[config.mk]
export PLATFORM = sky130hd
export DESIGN_NAME = register_range_coalescer
export DESIGN_NICKNAME = d
export VERILOG_FILES = /design/src/rrc_pkg.sv /design/src/rrc_cfg_regs.sv /design/src/rrc_merge.sv /design/src/rrc_out_buf.sv /design/src/register_range_coalescer.sv
export SDC_FILE = /design/constraint.sdc
export NUM_CORES = 1
export LEC_CHECK = 0
export ABC_AREA = 1
export BUFFER_PORTS_ARGS = -buffer_cell sky130_fd_sc_hd__buf_2
export CORE_UTILIZATION = 45
export CTS_CLUSTER_SIZE = 40
export DETAILED_ROUTE_END_ITERATION = 6
export PLACE_DENSITY = 0.59
export SLEW_MARGIN = 5
export SYNTH_ARGS = -nofsm -noshare
export SYNTH_HDL_FRONTEND = slang
export SYNTH_SLANG_ARGS = --single-unit
[constraint.sdc]
create_clock -name clk_i -period 17 [get_ports clk_i]
set_clock_uncertainty 0.15 [all_clocks]
set_input_delay 0.85 -clock clk_i [delete_from_list [all_inputs] [get_ports clk_i]]
set_output_delay 0.85 -clock clk_i [all_outputs]
set_load 0.05 [all_outputs]
[src/rrc_pkg.sv]
package rrc_pkg;

  // number of break address registers
  localparam int unsigned NumBreaks = 4;

  // response bytes per register
  localparam int unsigned BytesPerReg = 2;

  // reset value of the maximum response size
  localparam logic [7:0] MaxPduReset = 8'd250;

  // configuration register indexes
  localparam int unsigned CfgIdxW = 4;
  localparam logic [CfgIdxW-1:0] REG_GROUP_MODE   = 4'd0;
  localparam logic [CfgIdxW-1:0] REG_HOLLOW_GAP   = 4'd1;
  localparam logic [CfgIdxW-1:0] REG_MAX_PDU      = 4'd2;
  localparam logic [CfgIdxW-1:0] REG_BREAK_COUNT  = 4'd3;
  localparam logic [CfgIdxW-1:0] REG_BREAK_ADDR_0 = 4'd4;
  localparam int unsigned CfgDataW = 16;

  typedef struct packed {
    logic                        group_mode;
    logic [7:0]                  hollow_gap;
    logic [7:0]                  max_pdu_bytes;
    logic [2:0]                  break_count;
    logic [NumBreaks-1:0][15:0]  break_addr;
  } rrc_cfg_t;

  typedef struct packed {
    logic [15:0] start;
    logic [6:0]  count;
    logic [31:0] period;
    logic        group_end;
  } rrc_span_t;

  typedef struct packed {
    logic [15:0] start;
    logic [15:0] count;
    logic [31:0] period;
    logic        last;
  } rrc_result_t;

  // clamp a 17-bit register count to the 16-bit output field
  function automatic logic [15:0] sat_count(input logic [16:0] cnt);
    sat_count = cnt[16] ? 16'hFFFF : cnt[15:0];
  endfunction

endpackage

[src/rrc_cfg_regs.sv]
module rrc_cfg_regs (
  input  logic                          clk_i,
  input  logic                          rst_ni,
  input  logic                          cfg_we_i,
  input  logic [rrc_pkg::CfgIdxW-1:0]   cfg_index_i,
  input  logic [rrc_pkg::CfgDataW-1:0]  cfg_wdata_i,
  output rrc_pkg::rrc_cfg_t             cfg_o
);
  import rrc_pkg::*;

  rrc_cfg_t cfg_q, cfg_d;

  // register write decode
  always_comb begin
    cfg_d = cfg_q;
    if (cfg_we_i) begin
      if (cfg_index_i == REG_GROUP_MODE) cfg_d.group_mode = cfg_wdata_i[0];
      if (cfg_index_i == REG_HOLLOW_GAP) cfg_d.hollow_gap = cfg_wdata_i[7:0];
      if (cfg_index_i == REG_MAX_PDU) cfg_d.max_pdu_bytes = cfg_wdata_i[7:0];
      if (cfg_index_i == REG_BREAK_COUNT) cfg_d.break_count = cfg_wdata_i[2:0];
      for (int i = 0; i < NumBreaks; i++) begin
        if (cfg_index_i == CfgIdxW'(int'(REG_BREAK_ADDR_0) + i)) begin
          cfg_d.break_addr[i] = cfg_wdata_i[15:0];
        end
      end
    end
  end

  always_ff @(posedge clk_i or negedge rst_ni) begin
    if (!rst_ni) begin
      cfg_q.group_mode    <= 1'b1;
      cfg_q.hollow_gap    <= '0;
      cfg_q.max_pdu_bytes <= MaxPduReset;
      cfg_q.break_count   <= '0;
      cfg_q.break_addr    <= '0;
    end else begin
      cfg_q <= cfg_d;
    end
  end

  assign cfg_o = cfg_q;

endmodule

[src/rrc_merge.sv]
module rrc_merge (
  input  logic                     clk_i,
  input  logic                     rst_ni,
  input  rrc_pkg::rrc_cfg_t        cfg_i,
  input  rrc_pkg::rrc_span_t       span_i,
  input  logic                     update_i,
  output rrc_pkg::rrc_result_t     res_o [2],
  output logic [1:0]               res_num_o
);
  import rrc_pkg::*;

  // open range state
  logic        open_valid_q, open_valid_d;
  logic [15:0] open_start_q, open_start_d;
  logic [16:0] open_count_q, open_count_d;
  logic [31:0] open_period_q, open_period_d;

  logic [16:0] reach;
  logic [17:0] open_end;
  logic [16:0] open_span;
  logic        gap_cut, size_cut, period_cut, brk_cut, grow_open, cut, keep;
  logic [15:0] base_start;
  logic [16:0] base_count;
  logic [31:0] base_period;
  logic [17:0] base_end;
  logic [16:0] new_count;
  rrc_result_t old_res, new_res, span_res;

  // reasons to close the open range
  always_comb begin
    reach      = 17'(span_i.start) + 17'(span_i.count);
    open_end   = 18'(open_start_q) + 18'(open_count_q);
    open_span  = reach - 17'(open_start_q);
    gap_cut    = (open_end + 18'(cfg_i.hollow_gap)) < 18'(span_i.start);
    grow_open  = 18'(reach) > open_end;
    size_cut   = grow_open &&
                 ((19'(open_span) * 19'(BytesPerReg)) > 19'(cfg_i.max_pdu_bytes));
    period_cut = open_period_q != span_i.period;
    brk_cut    = 1'b0;
    for (int i = 0; i < NumBreaks; i++) begin
      if ((3'(i) < cfg_i.break_count) && (open_start_q < cfg_i.break_addr[i]) &&
          (span_i.start >= cfg_i.break_addr[i])) begin
        brk_cut = 1'b1;
      end
    end
    cut  = open_valid_q && (period_cut || brk_cut || gap_cut || size_cut);
    keep = open_valid_q && !cut;
  end

  // range after this span: kept or freshly opened, then grown
  always_comb begin
    base_start  = keep ? open_start_q  : span_i.start;
    base_count  = keep ? open_count_q  : 17'd0;
    base_period = keep ? open_period_q : span_i.period;
    base_end    = 18'(base_start) + 18'(base_count);
    new_count   = (18'(reach) > base_end) ? (reach - 17'(base_start)) : base_count;
  end

  // candidate results
  always_comb begin
    old_res.start  = open_start_q;
    old_res.count  = sat_count(open_count_q);
    old_res.period = open_period_q;
    old_res.last   = 1'b0;
    new_res.start  = base_start;
    new_res.count  = sat_count(new_count);
    new_res.period = base_period;
    new_res.last   = 1'b0;
    span_res.start  = span_i.start;
    span_res.count  = 16'(span_i.count);
    span_res.period = span_i.period;
    span_res.last   = 1'b0;
  end

  // result selection and next state
  always_comb begin
    res_o[0]      = new_res;
    res_o[1]      = new_res;
    res_num_o     = 2'd0;
    open_valid_d  = open_valid_q;
    open_start_d  = open_start_q;
    open_count_d  = open_count_q;
    open_period_d = open_period_q;
    if (!cfg_i.group_mode) begin
      // single mode: flush any open range, then pass the span through
      res_o[0]     = open_valid_q ? old_res : span_res;
      res_o[1]     = span_res;
      res_num_o    = open_valid_q ? 2'd2 : 2'd1;
      open_valid_d = 1'b0;
    end else begin
      if (cut) begin
        res_o[0]  = old_res;
        res_num_o = span_i.group_end ? 2'd2 : 2'd1;
      end else begin
        res_num_o = span_i.group_end ? 2'd1 : 2'd0;
      end
      open_valid_d  = !span_i.group_end;
      open_start_d  = base_start;
      open_count_d  = new_count;
      open_period_d = base_period;
    end
    // mark the final result of this span
    if (res_num_o == 2'd2) res_o[1].last = 1'b1;
    if (res_num_o == 2'd1) res_o[0].last = 1'b1;
  end

  always_ff @(posedge clk_i or negedge rst_ni) begin
    if (!rst_ni) begin
      open_valid_q <= 1'b0;
    end else if (update_i) begin
      open_valid_q <= open_valid_d;
    end
  end

  always_ff @(posedge clk_i) begin
    if (update_i) begin
      open_start_q  <= open_start_d;
      open_count_q  <= open_count_d;
      open_period_q <= open_period_d;
    end
  end

endmodule

[src/rrc_out_buf.sv]
module rrc_out_buf (
  input  logic                  clk_i,
  input  logic                  rst_ni,
  input  logic                  load_i,
  input  rrc_pkg::rrc_result_t  res_i [2],
  input  logic [1:0]            res_num_i,
  output logic                  load_ok_o,
  output logic                  out_valid_o,
  input  logic                  out_ready_i,
  output rrc_pkg::rrc_result_t  out_o
);
  import rrc_pkg::*;

  rrc_result_t res_q [2];
  logic [1:0]  cnt_q;
  logic        out_xfer;

  assign out_valid_o = cnt_q != 2'd0;
  assign out_xfer    = out_valid_o && out_ready_i;
  // room for a new pair once the buffer is empty or drains its last entry
  assign load_ok_o   = (cnt_q == 2'd0) || ((cnt_q == 2'd1) && out_ready_i);
  assign out_o       = res_q[0];

  always_ff @(posedge clk_i or negedge rst_ni) begin
    if (!rst_ni) begin
      cnt_q <= 2'd0;
    end else if (load_i) begin
      cnt_q <= res_num_i;
    end else if (out_xfer) begin
      cnt_q <= cnt_q - 2'd1;
    end
  end

  // result pair, shifted down on each output transfer
  always_ff @(posedge clk_i) begin
    if (load_i) begin
      res_q[0] <= res_i[0];
      res_q[1] <= res_i[1];
    end else if (out_xfer) begin
      res_q[0] <= res_q[1];
    end
  end

endmodule

[src/register_range_coalescer.sv]
// Register range coalescer: merges address-sorted register spans into read
// ranges.
// Channels: span input (span_valid_i / span_ready_o) carries start, count,
// period and group_end; range output (range_valid_o / range_ready_i) carries
// start, count, period and last_of_run, which marks the final range caused by
// one span. A span can cause zero, one or two ranges.
// Configuration is a plain write port (cfg_we_i, cfg_index_i, cfg_wdata_i);
// write it only while no span is in flight.
// A span's first range passes through the input register and then the
// result register, which takes it only when the output buffer has room.
// Throughput: one span per cycle while each span yields at most one range
// and the receiver takes each range; a span that yields two ranges holds the
// result register until the single output port has drained the result pair.
// When the receiver stalls, the result register holds, one more span waits
// in the input register, and then span_ready_o drops.
// Reset clears the open range, empties both registers and restores the
// configuration defaults (group mode, gap 0, 250 bytes, no breaks).
module register_range_coalescer (
  input  logic                          clk_i,
  input  logic                          rst_ni,
  input  logic                          cfg_we_i,
  input  logic [rrc_pkg::CfgIdxW-1:0]   cfg_index_i,
  input  logic [rrc_pkg::CfgDataW-1:0]  cfg_wdata_i,
  input  logic                          span_valid_i,
  output logic                          span_ready_o,
  input  logic [15:0]                   span_start_i,
  input  logic [6:0]                    span_count_i,
  input  logic [31:0]                   span_period_i,
  input  logic                          group_end_i,
  output logic                          range_valid_o,
  input  logic                          range_ready_i,
  output logic [15:0]                   range_start_o,
  output logic [15:0]                   range_count_o,
  output logic [31:0]                   range_period_o,
  output logic                          last_of_run_o
);
  import rrc_pkg::*;

  rrc_cfg_t    cfg;
  rrc_span_t   span_q;
  logic        span_valid_q;
  logic        advance, load_ok;
  rrc_result_t res [2];
  logic [1:0]  res_num;
  rrc_result_t out_res;

  rrc_cfg_regs u_cfg (
    .clk_i      (clk_i),
    .rst_ni     (rst_ni),
    .cfg_we_i   (cfg_we_i),
    .cfg_index_i(cfg_index_i),
    .cfg_wdata_i(cfg_wdata_i),
    .cfg_o      (cfg)
  );

  // input register advances into the result buffer when it has room
  assign advance      = span_valid_q && load_ok;
  assign span_ready_o = !span_valid_q || advance;

  always_ff @(posedge clk_i or negedge rst_ni) begin
    if (!rst_ni) begin
      span_valid_q <= 1'b0;
    end else if (span_ready_o) begin
      span_valid_q <= span_valid_i;
    end
  end

  always_ff @(posedge clk_i) begin
    if (span_ready_o && span_valid_i) begin
      span_q.start     <= span_start_i;
      span_q.count     <= span_count_i;
      span_q.period    <= span_period_i;
      span_q.group_end <= group_end_i;
    end
  end

  rrc_merge u_merge (
    .clk_i    (clk_i),
    .rst_ni   (rst_ni),
    .cfg_i    (cfg),
    .span_i   (span_q),
    .update_i (advance),
    .res_o    (res),
    .res_num_o(res_num)
  );

  rrc_out_buf u_out (
    .clk_i      (clk_i),
    .rst_ni     (rst_ni),
    .load_i     (advance),
    .res_i      (res),
    .res_num_i  (res_num),
    .load_ok_o  (load_ok),
    .out_valid_o(range_valid_o),
    .out_ready_i(range_ready_i),
    .out_o      (out_res)
  );

  assign range_start_o  = out_res.start;
  assign range_count_o  = out_res.count;
  assign range_period_o = out_res.period;
  assign last_of_run_o  = out_res.last;

endmodule

==> qor.yml <==
run_status:
  status: "complete, no violations"
layout:
  final_net_count: 3292
  fin_util_pct: 50.7
  area_growth_pct: 10.9
  layout_commonest_cell: "nand2_1"
  num-fill-cells: 4878
  drive_above_1_share_pct: 10.4
  layout_common_cells: "nand2_1, inv_1, ha_1"
placement:
  io_buffers: 147
  hpwl_mm: 57.6
  dp_slack_ns: 5.75
  gp_congestion: 0.991
sta:
  rsz0062_at_grt: "no"
  worstMarginPinSlew_ns: 1.16
  slew_viol_final: 0
  slew_headroom_pct: 22.3
  finalCriticalPeriod_ns: 11.46
  hold_viol_final: 0
  setup_viol: 0
  fmax_ghz: 0.0873
  hold_slack_ns: 0.0840
  period_share_pct: 67.4
  setup_ws_ns: 5.54
  tns_ns: 0
die:
  initial_utilization_pct: 45.7
  die_area_um2: 53100
  die_width_um: 230
  ios: 148
  fp.dieH_um: 230
  coreArea_um2: 51400
  num_rows: 83
global_route:
  grt_use_met2_pct: 44.8
  grt_max_degree: 93
  antenna_found_initial: 2
  use_met3_pct: 4.74
  grt.overflow.total: 0
  grt_pass1_vias: 19182
  met1_usage_pct: 41.2
  busiest_layer: "met2"
  grt_use_total_pct: 28.9
  grt_pass1_wl_mm: 116
critical_path:
  crit_top_cell: "nand2_1"
  cpPeakStageDelay_ns: 0.67
  crit_family: "simple AND/OR/NAND/NOR gates"
  cpMaxStageDelayCell: "xor2_1"
  reg2reg_setup_slack_ns: 5.54
  start_kind: "flop"
  reg2reg_depth: 57
  cp_max_fo: 33
  crit_path_end_kind: "flop"
  critPathKind: "reg2reg"
  r2r-start: "span_q[41]$_DFFE_PP_"
  critPathBufInv: 6
  critPathArrivalTime_ns: 11.72
  rr_endpoint: "u_out.res_q[0][46]$_DFFE_PP_"
  crit_required_ns: 17.26
drt:
  drc_errors: 0
  wl_mm: 76.2
  postRouteAntennaNets: 0
  via_count: 19872
  wl_per_cell_um: 20.8
  drt-initial-drc-count: 1659
  firstDrtPassIters: 5
  vias_per_cell: 5.43
cts:
  clock_latency_ns: 0.58
  root_buffer: "clkbuf_16"
  clockBufferDepth: 3
  cts_tree: "done"
  postCtsHoldBufs: 0
  ctsResizeCount: 0
  clkSinkCount: 339
  cts_buffers: 39
  cts_setup_buffers: 0
  path_clk_slew_ns: 0.06
  h-tree-depth: 2
synth:
  synth_compound_area_share_pct: 11.1
  syn_nets: 3207
  ys_types: 57
  synth_flop_cell: "edfxtp_1"
  synth_xor_area_share_pct: 3.24
  synth_top_family_by_area: "simple AND/OR/NAND/NOR gates"
  synth_edf_count: 251
  synth.area.mux_share_pct: 0
  synth_top_area_share_pct: 32.1
  ys_seq_area_share_pct: 41.5
  syn-cell-area_um2: 23500
  synth_fa_ha_area_share_pct: 14.2
  async_reset_ff_share_pct: 26.0
  synth_simple_gate_area_share_pct: 21.0
  avgSynthCellArea_um2: 8.20
  yosys.area.top_type: "edfxtp_1"
  yosys-top-cells-area: "edfxtp_1, ha_1, nand2_1"
  ys_seq_elements: 339
  synth_cells: 2864
  yosys_warnings: 0
power_and_ir_drop:
  ir_worst_vdd_v: 0.0000771
  total_power_mw: 4.81
  p_leak_nw: 12.4
  power_density_nw_per_um2: 185
hold_path:
  hold_path_class: "in2async"
run:
  max-cap-violations: 0
==> per-layer routing <==
metal  part of all wire [%]  up-vias
li1                       -     9657
met1                     46     9385
met2                     44      712
met3                    7.4      116
met4                    3.0        2
met5                  0.016        -
==> cells in the mapped netlist (4+ instances only) <==
cell / count
o21a_1: 8
nor2_1: 212
o21ai_0: 184
buf_6: 6
nand2_2: 19
dfrtp_1: 81
clkbuf_1: 117
inv_1: 413
a21o_1: 10
dfstp_2: 7
xnor2_1: 27
fa_1: 6
edfxtp_1: 251
o22ai_1: 9
ha_1: 256
a21oi_1: 163
a21oi_2: 11
a31oi_1: 51
xor2_1: 60
nand3b_1: 6
nand4_1: 39
o211ai_1: 4
nor2_2: 10
nor3_1: 37
o21ai_1: 16
nand3_1: 120
nor4_1: 5
a21boi_0: 4
nand2_1: 674
or2_2: 6
and2_1: 7
nand3_2: 8
==> worst reg2reg max path, delay by kind of cell, from the launching register on <==
| family | cells | cell delay, ns |
|---|---|---|
| AOI/OAI and AO/OA | 14 | 2.80 |
| xor gates and xnor gates | 3 | 0.90 |
| adders and majority gates | 6 | 2.10 |
| buffers and inverters | 6 | 1.25 |
| DFF | 1 | 0.57 |
| and+or+nand+nor | 28 | 3.57 |
==> report_power, final <==
group          total (mW)  switching (mW)  internal (mW)
clock               0.862           0.357          0.505
sequential           1.44           0.178           1.26
combinational        2.51            1.75          0.758
==> cell type report <==
cell class                 count  area (um2)  share of cell area (%)
tap                          680         851                    3.27
clock buffer                  60        1160                    4.44
multi-input combinational   1978       11600                    44.7
timing repair buffer         171         918                    3.52
clock inverter                12         151                   0.581
inverter                     420        1580                    6.07
antenna                        1        2.50                 0.00960
sequential                   339        9750                    37.4
==> worst max path at each step <==
stage | start | endpoint | slack [ns] | cells after the start
floorplan | span_q[41]$_DFFE_PP_ | u_out.res_q[1][37]$_DFFE_PP_ | 8.38 | 57
global placement | span_q[41]$_DFFE_PP_ | u_out.res_q[0][47]$_DFFE_PP_ | 5.98 | 57
detailed placement | span_q[41]$_DFFE_PP_ | u_out.res_q[0][46]$_DFFE_PP_ | 5.75 | 56
CTS | span_q[41]$_DFFE_PP_ | u_out.res_q[0][46]$_DFFE_PP_ | 5.69 | 57
global route | span_q[41]$_DFFE_PP_ | u_out.res_q[0][35]$_DFFE_PP_ | 4.68 | 56
finish | span_q[41]$_DFFE_PP_ | u_out.res_q[0][46]$_DFFE_PP_ | 5.54 | 57
==> logic make-up (layout without fill, tap and decap cells) <==
| logic type | Yosys count | count (layout) |
|---|---|---|
| other | 0 | 1 |
| buffers and inverters | 547 | 663 |
| flip-flops | 339 | 339 |
| AO/OA/AOI/OAI | 474 | 474 |
| XOR/XNOR | 87 | 87 |
| AND/OR/NAND/NOR | 1155 | 1155 |
| adder cells (fa/ha/maj) | 262 | 262 |
==> sequential cells by signal (all words and copies together), names as in the netlist <==
| signal | count |
|---|---|
| span_q | 56 |
| span_valid_q | 1 |
| u_cfg.cfg_o | 84 |
| u_merge.open_count_q | 17 |
| u_merge.open_period_q | 32 |
| u_merge.open_start_q | 16 |
| u_merge.open_valid_q | 1 |
| u_out.cnt_q | 2 |
| u_out.res_q | 130 |
==> stage by stage <==
stage | area (um2) | std cells
after floorplan | 23500 | 2864
after global placement | 24700 | 3588
after detailed placement | 24700 | 3588
after CTS | 26100 | 3660
after global routing | 26100 | 3660
final | 26100 | 3661
No activity file was read; power rests on OpenSTA's default activity.
